## src/sv/bounded_sorted_front_insert_unit_defines.svh

```systemverilog
// Assertion macros for the bounded sorted front insert unit.
// Included by the top level; depends on nothing else.
`ifndef BOUNDED_SORTED_FRONT_INSERT_UNIT_DEFINES_SVH
`define BOUNDED_SORTED_FRONT_INSERT_UNIT_DEFINES_SVH

// Same-cycle implication, disabled while reset is asserted.
`define BSFI_ASSERT_NOW(label, clk, rst_n, ante, cons, msg) \
    label: assert property (@(posedge clk) disable iff (!(rst_n)) (ante) |-> (cons)) \
        else $error(msg);

// Next-cycle implication, disabled while reset is asserted.
`define BSFI_ASSERT_NEXT(label, clk, rst_n, ante, cons, msg) \
    label: assert property (@(posedge clk) disable iff (!(rst_n)) (ante) |=> (cons)) \
        else $error(msg);

`endif

```

## src/sv/bsfi_pkg.sv

```systemverilog
// Shared types and constants for the bounded sorted front insert unit.
// No dependencies.
`timescale 1ns / 1ps
`default_nettype none

package bsfi_pkg;

    localparam int TAG_W   = 16;
    localparam int KEY_W   = 32;
    localparam int SLOT_W  = 4;
    localparam int FCNT_W  = 5;
    localparam int FSIZE_W = 5;
    localparam int PADDR_W = 3;
    localparam int PDATA_W = 32;

    // register word index, taken from paddr[2]
    localparam logic REG_FRONT_SIZE = 1'b0;

    localparam logic [FSIZE_W-1:0] FRONT_SIZE_RESET = 5'd16;

    typedef struct packed {
        logic [TAG_W-1:0] tag;
        logic [KEY_W-1:0] key;
    } entry_t;

    typedef struct packed {
        logic wr_en;     // list update this cycle
        logic occupied;  // cell index below current count
    } cell_ctrl_t;

endpackage

`default_nettype wire

```

## src/sv/bounded_sorted_front_insert_unit.sv

```systemverilog
// Bounded sorted front insert unit: top level, cell chain and APB register.
// Depends on bsfi_pkg, bsfi_cell and bounded_sorted_front_insert_unit_defines.svh.
`timescale 1ns / 1ps
`default_nettype none
// Usage:
//  - Input channel s_*: one word per offer, a tag and an unsigned Q16.16 key.
//  - Result channel m_*: one word per offer: added flag, insert slot,
//    count after the step, evict flag and evicted tag (zero when none).
//  - APB port: one register, front_size, at byte address 0 (bits [4:0]).
//    Writes at other word addresses are dropped. Write only while idle.
//  - Result: registered; it is valid in the cycle after the offer is accepted.
//  - Throughput: one offer per cycle unless a result stalls. All cells compare the offered key
//    in parallel and the chain shifts in the same cycle, so the list and
//    count are ready for the next offer at the following edge.
//  - Stall: a result waits in the output register; s_ready follows
//    m_ready while a result is pending, so nothing is lost or repeated.
//  - Reset: the list is empty (count 0), front_size is 16, no result pending.
//    Entry storage is not cleared; only entries below the count are read.
//  - Equal keys: the newest offer goes in front of older equal keys.
//  - A lowered front_size drops at most one entry per offer.

module bounded_sorted_front_insert_unit #(
    parameter int MAX_ENTRIES = 16
) (
    input  wire  logic                            aclk,
    input  wire  logic                            aresetn,
    // input channel
    input  wire  logic                            s_valid,
    output       logic                            s_ready,
    input  wire  logic [bsfi_pkg::TAG_W-1:0]      s_item_tag,
    input  wire  logic [bsfi_pkg::KEY_W-1:0]      s_item_key,
    // result channel
    output       logic                            m_valid,
    input  wire  logic                            m_ready,
    output       logic                            m_was_added,
    output       logic [bsfi_pkg::SLOT_W-1:0]     m_insert_slot,
    output       logic [bsfi_pkg::FCNT_W-1:0]     m_front_count,
    output       logic                            m_evict_valid,
    output       logic [bsfi_pkg::TAG_W-1:0]      m_evict_tag,
    // configuration
    input  wire  logic                            psel,
    input  wire  logic                            penable,
    input  wire  logic                            pwrite,
    input  wire  logic [bsfi_pkg::PADDR_W-1:0]    paddr,
    input  wire  logic [bsfi_pkg::PDATA_W-1:0]    pwdata,
    output       logic [bsfi_pkg::PDATA_W-1:0]    prdata,
    output       logic                            pready
);

`include "bounded_sorted_front_insert_unit_defines.svh"

    localparam int CNT_W = $clog2(MAX_ENTRIES + 1);
    localparam int IDX_W = $clog2(MAX_ENTRIES);
    // compare width: room for count + 1 and for front_size
    localparam int CMP_W = ((CNT_W > bsfi_pkg::FSIZE_W) ? CNT_W : bsfi_pkg::FSIZE_W) + 1;

    // ---------------- configuration register ----------------
    logic [bsfi_pkg::FSIZE_W-1:0] front_size_reg;
    logic                         cfg_wr;

    assign pready = 1'b1;
    assign cfg_wr = psel && penable && pwrite && pready
                    && (paddr[2] == bsfi_pkg::REG_FRONT_SIZE);

    always_ff @(posedge aclk) begin
        if (!aresetn) begin
            front_size_reg <= bsfi_pkg::FRONT_SIZE_RESET;
        end else if (cfg_wr) begin
            front_size_reg <= pwdata[bsfi_pkg::FSIZE_W-1:0];
        end
    end

    always_comb begin
        prdata = '0;
        if (paddr[2] == bsfi_pkg::REG_FRONT_SIZE) begin
            prdata = bsfi_pkg::PDATA_W'(front_size_reg);
        end
    end

    // ---------------- handshake ----------------
    logic out_valid_reg;
    logic accept;

    assign s_ready = !out_valid_reg || m_ready;
    assign accept  = s_valid && s_ready;
    assign m_valid = out_valid_reg;

    // ---------------- cell chain ----------------
    logic [CNT_W-1:0]     cnt_reg;
    logic [CNT_W-1:0]     cnt_next;
    bsfi_pkg::entry_t     item;
    bsfi_pkg::entry_t     cell_entry [MAX_ENTRIES];
    logic [MAX_ENTRIES-1:0] cell_ge;
    logic [MAX_ENTRIES-1:0] occupied;
    logic [MAX_ENTRIES-1:0] first_ge;
    logic                 added;

    assign item.tag = s_item_tag;
    assign item.key = s_item_key;

    always_comb begin
        for (int i = 0; i < MAX_ENTRIES; i++) begin
            occupied[i] = (CNT_W'(i) < cnt_reg);
        end
    end

    for (genvar gi = 0; gi < MAX_ENTRIES; gi++) begin : g_cell
        bsfi_pkg::cell_ctrl_t ctrl;
        bsfi_pkg::entry_t     left_entry;
        logic                 left_ge;

        assign ctrl.wr_en    = accept && added;
        assign ctrl.occupied = occupied[gi];

        if (gi == 0) begin : g_head
            assign left_entry = item;
            assign left_ge    = 1'b0;
        end else begin : g_body
            assign left_entry = cell_entry[gi-1];
            assign left_ge    = cell_ge[gi-1];
        end

        bsfi_cell u_cell (
            .aclk       (aclk),
            .item       (item),
            .left_entry (left_entry),
            .left_ge    (left_ge),
            .ctrl       (ctrl),
            .held_entry (cell_entry[gi]),
            .ge         (cell_ge[gi])
        );

        // ge is monotone along the chain: insert point is its rising edge
        assign first_ge[gi] = cell_ge[gi] && !left_ge;
    end

    // ---------------- step decision ----------------
    logic [CMP_W-1:0]  limit;
    logic [CMP_W-1:0]  cnt_ext;
    logic [CMP_W-1:0]  cnt_added;
    logic              found;
    logic              cnt_lt_limit;
    logic              evict;
    logic [IDX_W-1:0]  pos;
    logic [CNT_W-1:0]  cnt_m1;
    logic [IDX_W+bsfi_pkg::SLOT_W-1:0] pos_wide;
    logic [CNT_W+bsfi_pkg::FCNT_W-1:0] cnt_wide;

    assign cnt_ext = CMP_W'(cnt_reg);

    always_comb begin
        if (CMP_W'(front_size_reg) > CMP_W'(MAX_ENTRIES)) begin
            limit = CMP_W'(MAX_ENTRIES);
        end else begin
            limit = CMP_W'(front_size_reg);
        end
    end

    assign found        = |(cell_ge & occupied);
    assign cnt_lt_limit = (cnt_ext < limit);
    assign added        = found || cnt_lt_limit;
    assign cnt_added    = cnt_ext + CMP_W'(added);
    assign evict        = (cnt_added > limit) && (cnt_added != '0);
    assign cnt_next     = CNT_W'(cnt_added - CMP_W'(evict));

    always_comb begin
        pos = '0;
        for (int i = 0; i < MAX_ENTRIES; i++) begin
            if (first_ge[i]) begin
                pos = pos | IDX_W'(i);
            end
        end
    end

    // the dropped entry is always the last held one before the shift
    assign cnt_m1   = cnt_reg - CNT_W'(1);
    assign pos_wide = (IDX_W + bsfi_pkg::SLOT_W)'(pos);
    assign cnt_wide = (CNT_W + bsfi_pkg::FCNT_W)'(cnt_next);

    always_ff @(posedge aclk) begin
        if (!aresetn) begin
            cnt_reg       <= '0;
            out_valid_reg <= 1'b0;
        end else begin
            if (accept) begin
                cnt_reg       <= cnt_next;
                out_valid_reg <= 1'b1;
            end else if (m_ready) begin
                out_valid_reg <= 1'b0;
            end
        end
    end

    // result payload, held while the receiver stalls
    always_ff @(posedge aclk) begin
        if (accept) begin
            m_was_added   <= added;
            m_insert_slot <= added ? pos_wide[bsfi_pkg::SLOT_W-1:0] : '0;
            m_front_count <= cnt_wide[bsfi_pkg::FCNT_W-1:0];
            m_evict_valid <= evict;
            m_evict_tag   <= evict ? cell_entry[cnt_m1[IDX_W-1:0]].tag : '0;
        end
    end

    // ---------------- assertions ----------------
    `BSFI_ASSERT_NOW(a_cnt_bound, aclk, aresetn, 1'b1, cnt_reg <= CNT_W'(MAX_ENTRIES), "count past depth")
    `BSFI_ASSERT_NEXT(a_result_follows, aclk, aresetn, accept, m_valid, "accepted word without result")
    `BSFI_ASSERT_NEXT(a_no_evict_below, aclk, aresetn, accept && cnt_lt_limit, !m_evict_valid, "evict below limit")
    `BSFI_ASSERT_NOW(a_evict_tag_zero, aclk, aresetn, m_valid && !m_evict_valid, m_evict_tag == '0, "stray evict tag")

endmodule

`default_nettype wire

```

## src/sv/bsfi_cell.sv

```systemverilog
// One cell of the sorted list: holds an entry, compares the offered key.
// Depends on bsfi_pkg.
`timescale 1ns / 1ps
`default_nettype none

module bsfi_cell (
    input  wire  logic               aclk,
    input  wire  bsfi_pkg::entry_t   item,
    input  wire  bsfi_pkg::entry_t   left_entry,
    input  wire  logic               left_ge,
    input  wire  bsfi_pkg::cell_ctrl_t ctrl,
    output       bsfi_pkg::entry_t   held_entry,
    output       logic               ge
);

    bsfi_pkg::entry_t entry_reg;
    bsfi_pkg::entry_t entry_next;

    // free cells count as "key greater or equal", so ge stays monotone
    assign ge = !ctrl.occupied || (item.key <= entry_reg.key);
    assign held_entry = entry_reg;

    always_comb begin
        entry_next = entry_reg;
        if (ctrl.wr_en) begin
            if (left_ge) begin
                entry_next = left_entry;
            end else if (ge) begin
                entry_next = item;
            end
        end
    end

    always_ff @(posedge aclk) begin
        entry_reg <= entry_next;
    end

endmodule

`default_nettype wire
```

## config.mk

```make
export PLATFORM = sky130hd
export DESIGN_NAME = bounded_sorted_front_insert_unit
export DESIGN_NICKNAME = d
export VERILOG_FILES = /design/src/sv/bsfi_pkg.sv /design/src/sv/bounded_sorted_front_insert_unit.sv /design/src/sv/bsfi_cell.sv
export VERILOG_INCLUDE_DIRS = /design/src /design/src/sv
export SDC_FILE = /design/constraint.sdc
export NUM_CORES = 2
export LEC_CHECK = 0
export ABC_AREA = 1
export BUFFER_PORTS_ARGS = -buffer_cell sky130_fd_sc_hd__clkbuf_2
export CAP_MARGIN = 25
export CORE_MARGIN = 2
export CORE_UTILIZATION = 50
export CTS_CLUSTER_SIZE = 24
export DETAILED_ROUTE_END_ITERATION = 8
export PLACE_DENSITY_LB_ADDON = 0.3
export SLEW_MARGIN = 25
export SYNTH_ARGS = -nofsm -noshare
export SYNTH_HDL_FRONTEND = slang
export SYNTH_SLANG_ARGS = --single-unit
```

## constraint.sdc

```tcl
create_clock -name aclk -period 7.25 [get_ports aclk]
set_input_delay 1.45 -clock aclk [delete_from_list [all_inputs] [get_ports aclk]]
set_output_delay 1.45 -clock aclk [all_outputs]
set_load 0.1 [all_outputs]
```

# [After elaboration in Yosys (flattened, before gate mapping)]
# Index checks and enable logic that the tools add are counted.
[classes] addsub=3 magnitude_cmp=36 n_mux=52 bitwise_logic=3 reduce_logical=105
[ops] cell="two-way mux 48 bit" count=32
[ops] cell="<= comparator 32 bit" count=16
[ops] cell="binary-select mux 48 bit (select 4 bit)" count=1
[ops] cell="< comparator 4 x 5 -> 1 bit (first input constant)" count=8
[ops] cell="zero test 1 bit" count=32
[ops] cell="two-way mux 4 bit" count=8
[ops] cell="AND reduction 2 bit" count=16
[ops] cell="nonzero test 2 bit" count=16
[ops] cell="logical AND 1 bit" count=21
[ops] cell="< comparator 3 x 5 -> 1 bit (first input constant)" count=4
[ops] cell="logical OR 1 bit" count=18
[ops] cell="AND 16 bit" count=1
[ops] cell="OR reduction 16 bit" count=1
[ops] cell="two-way mux 3 bit" count=4
[ops] cell="< comparator 1 x 5 -> 1 bit (first input constant)" count=2
[ops] cell="< comparator 2 x 5 -> 1 bit (first input constant)" count=2
[ops] cell="two-way mux 5 bit" count=2
[ops] cell="adder 5 x 1 -> 6 bit" count=1
[ops] cell="> comparator 6 x 5 -> 1 bit" count=1
[ops] cell="nonzero test 6 bit" count=1
[ops] cell="greater-or-equal comparator 5 bit (second input constant)" count=1
[ops] cell="> comparator 5 bit (second input constant)" count=1
[ops] cell="< comparator 5 bit" count=1
[ops] cell="NOT 4 -> 5 bit" count=1
[ops] cell="5 further kinds" count=8
[totals] reg_bits=806 input_bits=90 output_inout_bits=62

# [Longest topological paths before layout]
[depth] ltp_word=20 mapped_depth=39 ltp_nobuf=37

# [Cells and area by module]
# From an unflattened synthesis, not the netlist that was laid out.
[unflattened] cells_unflattened=6393 area_unflattened_um2=51598.2
[by_module_without_submodules] module="bsfi_cell (g_cell[0].u_cell ...)" instances=15 cells_each=350 area_each_um2=2924.1 seq_area_each_um2=1441.4
[by_module_without_submodules] module="bounded_sorted_front_insert_unit" instances=1 cells_each=796 area_each_um2=4810.9 seq_area_each_um2=1031.0
[by_module_without_submodules] module="bsfi_cell (g_cell[15].u_cell)" instances=1 cells_each=347 area_each_um2=2926.6 seq_area_each_um2=1441.4

# [Worst setup path after synthesis]
# No wires, ideal clock.
[synth_path] path_kind="in2reg" from="input port s_item_key[0] in the netlist's numbering" to="register cnt_reg[2]" arrival_ns=5.944 t_required_ns=7.135 path_slack_ns=1.191 stages=29 path_buffers=2 path_cell_list="inv_1 -> clkbuf_1 -> ha_1 -> nand2_1 -> nor2_1 -> nand4_1 -> nand2_1 -> nand2_1 -> nand2_1 -> nor2_1 -> nand2_2 -> nor2_1 -> inv_1 -> ha_1 -> ha_1 -> nand2_1 -> xor2_1 -> inv_1 -> ha_1 -> a21oi_1 -> o21ai_0 -> a31oi_4 -> buf_6 -> inv_2 -> ha_1 -> ha_1 -> xor2_1 -> o21ai_0 -> inv_1"
[synth_between] elab_chain_cells=9 word_cells_on_any_way=40 cone_classes="add/sub (2); order compare (17); bitwise (1); reduce/logical (20)"
[synth_lines] element="from (decl)" line_no="bounded_sorted_front_insert_unit.sv:31" rtl="input wire logic [bsfi_pkg::KEY_W-1:0] s_item_key,"
[synth_lines] element="<= comparator 32 bit" line_no="bsfi_cell.sv:20" rtl="assign ge = !ctrl.occupied || (item.key <= entry_reg.key);"
[synth_lines] element="logical OR 1 bit" line_no="bsfi_cell.sv:20"
[synth_lines] element="AND 16 bit *" line_no="bounded_sorted_front_insert_unit.sv:159" rtl="assign found = |(cell_ge & occupied);"
[synth_lines] element="OR reduction 16 bit *" line_no="bounded_sorted_front_insert_unit.sv:159"
[synth_lines] element="logical OR 1 bit *" line_no="bounded_sorted_front_insert_unit.sv:161" rtl="assign added = found || cnt_lt_limit;"
[synth_lines] element="named net added" line_no="bounded_sorted_front_insert_unit.sv:96" rtl="logic added;"
[synth_lines] element="adder 5 x 1 -> 6 bit *" line_no="bounded_sorted_front_insert_unit.sv:162" rtl="assign cnt_added = cnt_ext + CMP_W'(added);"
[synth_lines] element="> comparator 6 x 5 -> 1 bit or nonzero test 6 bit (tied branches)" line_no="bounded_sorted_front_insert_unit.sv:163" rtl="assign evict = (cnt_added > limit) && (cnt_added != '0);"
[synth_lines] element="logical AND 1 bit *" line_no="bounded_sorted_front_insert_unit.sv:163"
[synth_lines] element="named net evict" line_no="bounded_sorted_front_insert_unit.sv:143" rtl="logic evict;"
[synth_lines] element="subtractor 5 x 1 -> 5 bit *" line_no="bounded_sorted_front_insert_unit.sv:164" rtl="assign cnt_next = CNT_W'(cnt_added - CMP_W'(evict));"
[synth_lines] element="named net cnt_next[2]" line_no="bounded_sorted_front_insert_unit.sv:90" rtl="logic [CNT_W-1:0] cnt_next;"
[synth_lines] element="to (signal assigned)" line_no="bounded_sorted_front_insert_unit.sv:186" rtl="cnt_reg <= cnt_next;"
[synth_lines] element="to (decl)" line_no="bounded_sorted_front_insert_unit.sv:89" rtl="logic [CNT_W-1:0] cnt_reg;"
# The timed path passes the listed nets; every way through them passes the cells marked *.
# A chain may end at the register's enable or synchronous reset.

# [Worst setup path in the final report]
[layout_path] from="input port s_item_key[31] in the netlist's numbering" to="register cnt_reg[4]"
# Same word-level chain as after synthesis.

==> impl_metrics.tcl <==
set metrics [dict create \
    status "finished clean" \
    power.total_mw 14.9 \
    cts.htree.levels 3 \
    synth_area_leaders "edfxtp_1 (49%), ha_1 (13%), nand2_1 (9.9%), o21ai_0 (8.6%), inv_1 (5.6%)" \
    io_buffers 94 \
    die_h_um 316 \
    wl_per_cell_um 19.7 \
    cts_root_buffer "clkbuf_16" \
    cts_resized 0 \
    synth_simple_gate_area_share_pct 13.9 \
    grt_pass1_wl_um 203000 \
    dpl-instance-area_mm2 0.0509 \
    gr-usage-all-layers_pct 26.6 \
    grt_overflow 0 \
    p_per_area_mw_per_mm2 278 \
    row_count 114 \
    cts_tree "built" \
    min_path_type "register to register" \
    worst-path-max-fanout 20 \
    yosysSeqAreaShare_pct 49.4 \
    hold_depth 2 \
    core_area_mm2 0.0967 \
    grt_setup_unrepaired "false" \
    final_nets 6030 \
    first_pass_iters 6 \
    hold_buffers 0 \
    vias 38000 \
    grt_pass1_vias 36500 \
    max_stage_delay_ps 530 \
    synth.ff_latch_count 806 \
    slowest_stage "nor2_1" \
    grtUsageMet1_pct 35.2 \
    clock.fmax_ghz 0.154 \
    initial_utilization_pct 50.4 \
    synth_compound_area_share_pct 14.6 \
    cap_violations 0 \
    ant_nets 0 \
    synthesis.area_mm2 0.0488 \
    timing.final.crit_share_pct 89.4 \
    grt_use_met2_pct 44.1 \
    crit_top_cell "nand2_1" \
    drt-initial-drc-count 3647 \
    pin_count 152 \
    synth_top_family_by_area "compound AO/OA/AOI/OAI gates" \
    arrival_ps 7100 \
    path_buf_inv 6 \
    layout-drive-gt1-share_pct 7.38 \
    drt-vias-per-instance 5.62 \
    grt_max_degree 99 \
    setup_viol 0 \
    dieArea_mm2 0.100 \
    synth_ff_type "edfxtp_1" \
    reg2reg_depth 31 \
    worstMarginPinSlew_ps 1060 \
    async_reset_ff_share_pct 0 \
    drc_errors 0 \
    hold_viol 0 \
    crit_type "input port to register" \
    synth-adder-area-share_pct 13.5 \
    areaGrowthSynthToFinish_pct 10.3 \
    synth_common_cells "nand2_1 (1283), o21ai_0 (834), edfxtp_1 (795)" \
    drv_slew 0 \
    synth_top_area_cell "edfxtp_1" \
    cp.depth 32 \
    synth_edf_count 795 \
    layout_min_cycle_time_ps 6480 \
    final_cells 6762 \
    start_kind "input port" \
    cts_made_buffers 92 \
    fillCellCount 8418 \
    yosysTopAreaCellShare_pct 48.9 \
    insertion_delay_ps 680 \
    die_w_um 316 \
    largest_reg_flops 768 \
    end_kind "register" \
    busiest_layer "met2" \
    crit_required_ps 7870 \
    power.leakage_nw 24.0 \
    syn_area_per_cell_um2 9.11 \
    design_area_mm2 0.0538 \
    yosysWarningCount 0 \
    setup_tns_ps 0 \
    antenna_found_initial 5 \
    clk_pin_slew_worst_paths_ps 60 \
    critPathTopFamily "simple AND/OR/NAND/NOR gates" \
    fin_skew_ps 49.8 \
    hpwl_um 90600 \
    fin_hold_ws_ps 480 \
    ctsLongestPathBuffers 3 \
    synth_mux_area_share_pct 0.328 \
    synth_cells 5355 \
    synth.most_common_cell "nand2_1" \
    peakVddDrop_mv 0.198 \
    cts_setup_buffers 0 \
    met3_usage_pct 4.16 \
    synthXorXnorAreaFrac_pct 0.141 \
    place.gp.congestion 0.912 \
    relSlewSlack_pct 29.3 \
    wl_um 133000 \
    placedCellCount 6596 \
    clock-sinks 806 \
    synth.distinct_cells 50 \
]
[stage by stage]
step | util [%] | setup slack [ps]
floorplan | - | 1190
global placement | 52.6 | 418
detailed placement | 52.6 | 273
CTS | 55.7 | 903
global route | 55.7 | 506
finish | 55.7 | 770
[tightest hold or removal path, stage by stage (launching register included)]
cell	delay (ps)
dfxtp_1	300
inv_1	70
a21oi_1	70
[where the power goes]
group          switching [mW]  internal, mW
clock network            1.98          2.70
registers               0.308          6.12
logic                    2.67          1.17
total                    4.95          9.99
[per-layer routing]
metal	wire length (um)	share of wire, %
met3	12000	9.0
met1	54100	41
met4	5010	3.8
met5	40	0.030
met2	62000	47
[cells in the final DEF, fill, tap and decap left out, types with 17 or more instances in the layout]
master     netlist  layout
a21oi_1        307     306
buf_4           44      82
clkbuf_1       130      17
clkbuf_16        0      92
clkbuf_2         0      94
clkinv_1         0      17
conb_1           2      28
edfxtp_1       795     795
ha_1           526     525
inv_1          723     723
nand2_1       1283    1283
nand3_1         26      21
nand4_1         46      46
nor2_1         270     262
nor2_4           1      22
o211ai_1        20      20
o21a_1          31      31
o21ai_0        834     834
o21ai_1         25      25
o21bai_1        18      18
[kinds of logic after synthesis]
| group | count (synthesis) |
|---|---|
| simple gates | 1694 |
| compound gates | 1322 |
| buf+inv | 982 |
| flops | 806 |
| fa+ha+maj | 526 |
| mux | 16 |
| xor+xnor | 7 |
| other cells | 2 |
[final timing paths]
check / startpoint / endpoint / slack (ps)
setup / recovery: s_item_key[31] / cnt_reg[4] / 770
hold / removal: front_size_reg[0] / front_size_reg[0] / 480
setup reg to reg: g_cell[2].u_cell.held_entry[29] / cnt_reg[4] / 1810
hold reg to reg: front_size_reg[0] / front_size_reg[0] / 480
[cell type report]
class                   instances  area, um^2  area share [%]
clock inverters                52         548            1.02
diodes                          1        2.50         0.00465
inverters                     733        2750            5.11
clock buffers                 113        2420            4.50
repair buffers                188        1320            2.45
multi-input cells            3593       21100            39.2
well taps                    1276        1600            2.97
flip-flops and latches        806       24100            44.8
No activity file was read; power rests on OpenSTA's default activity.
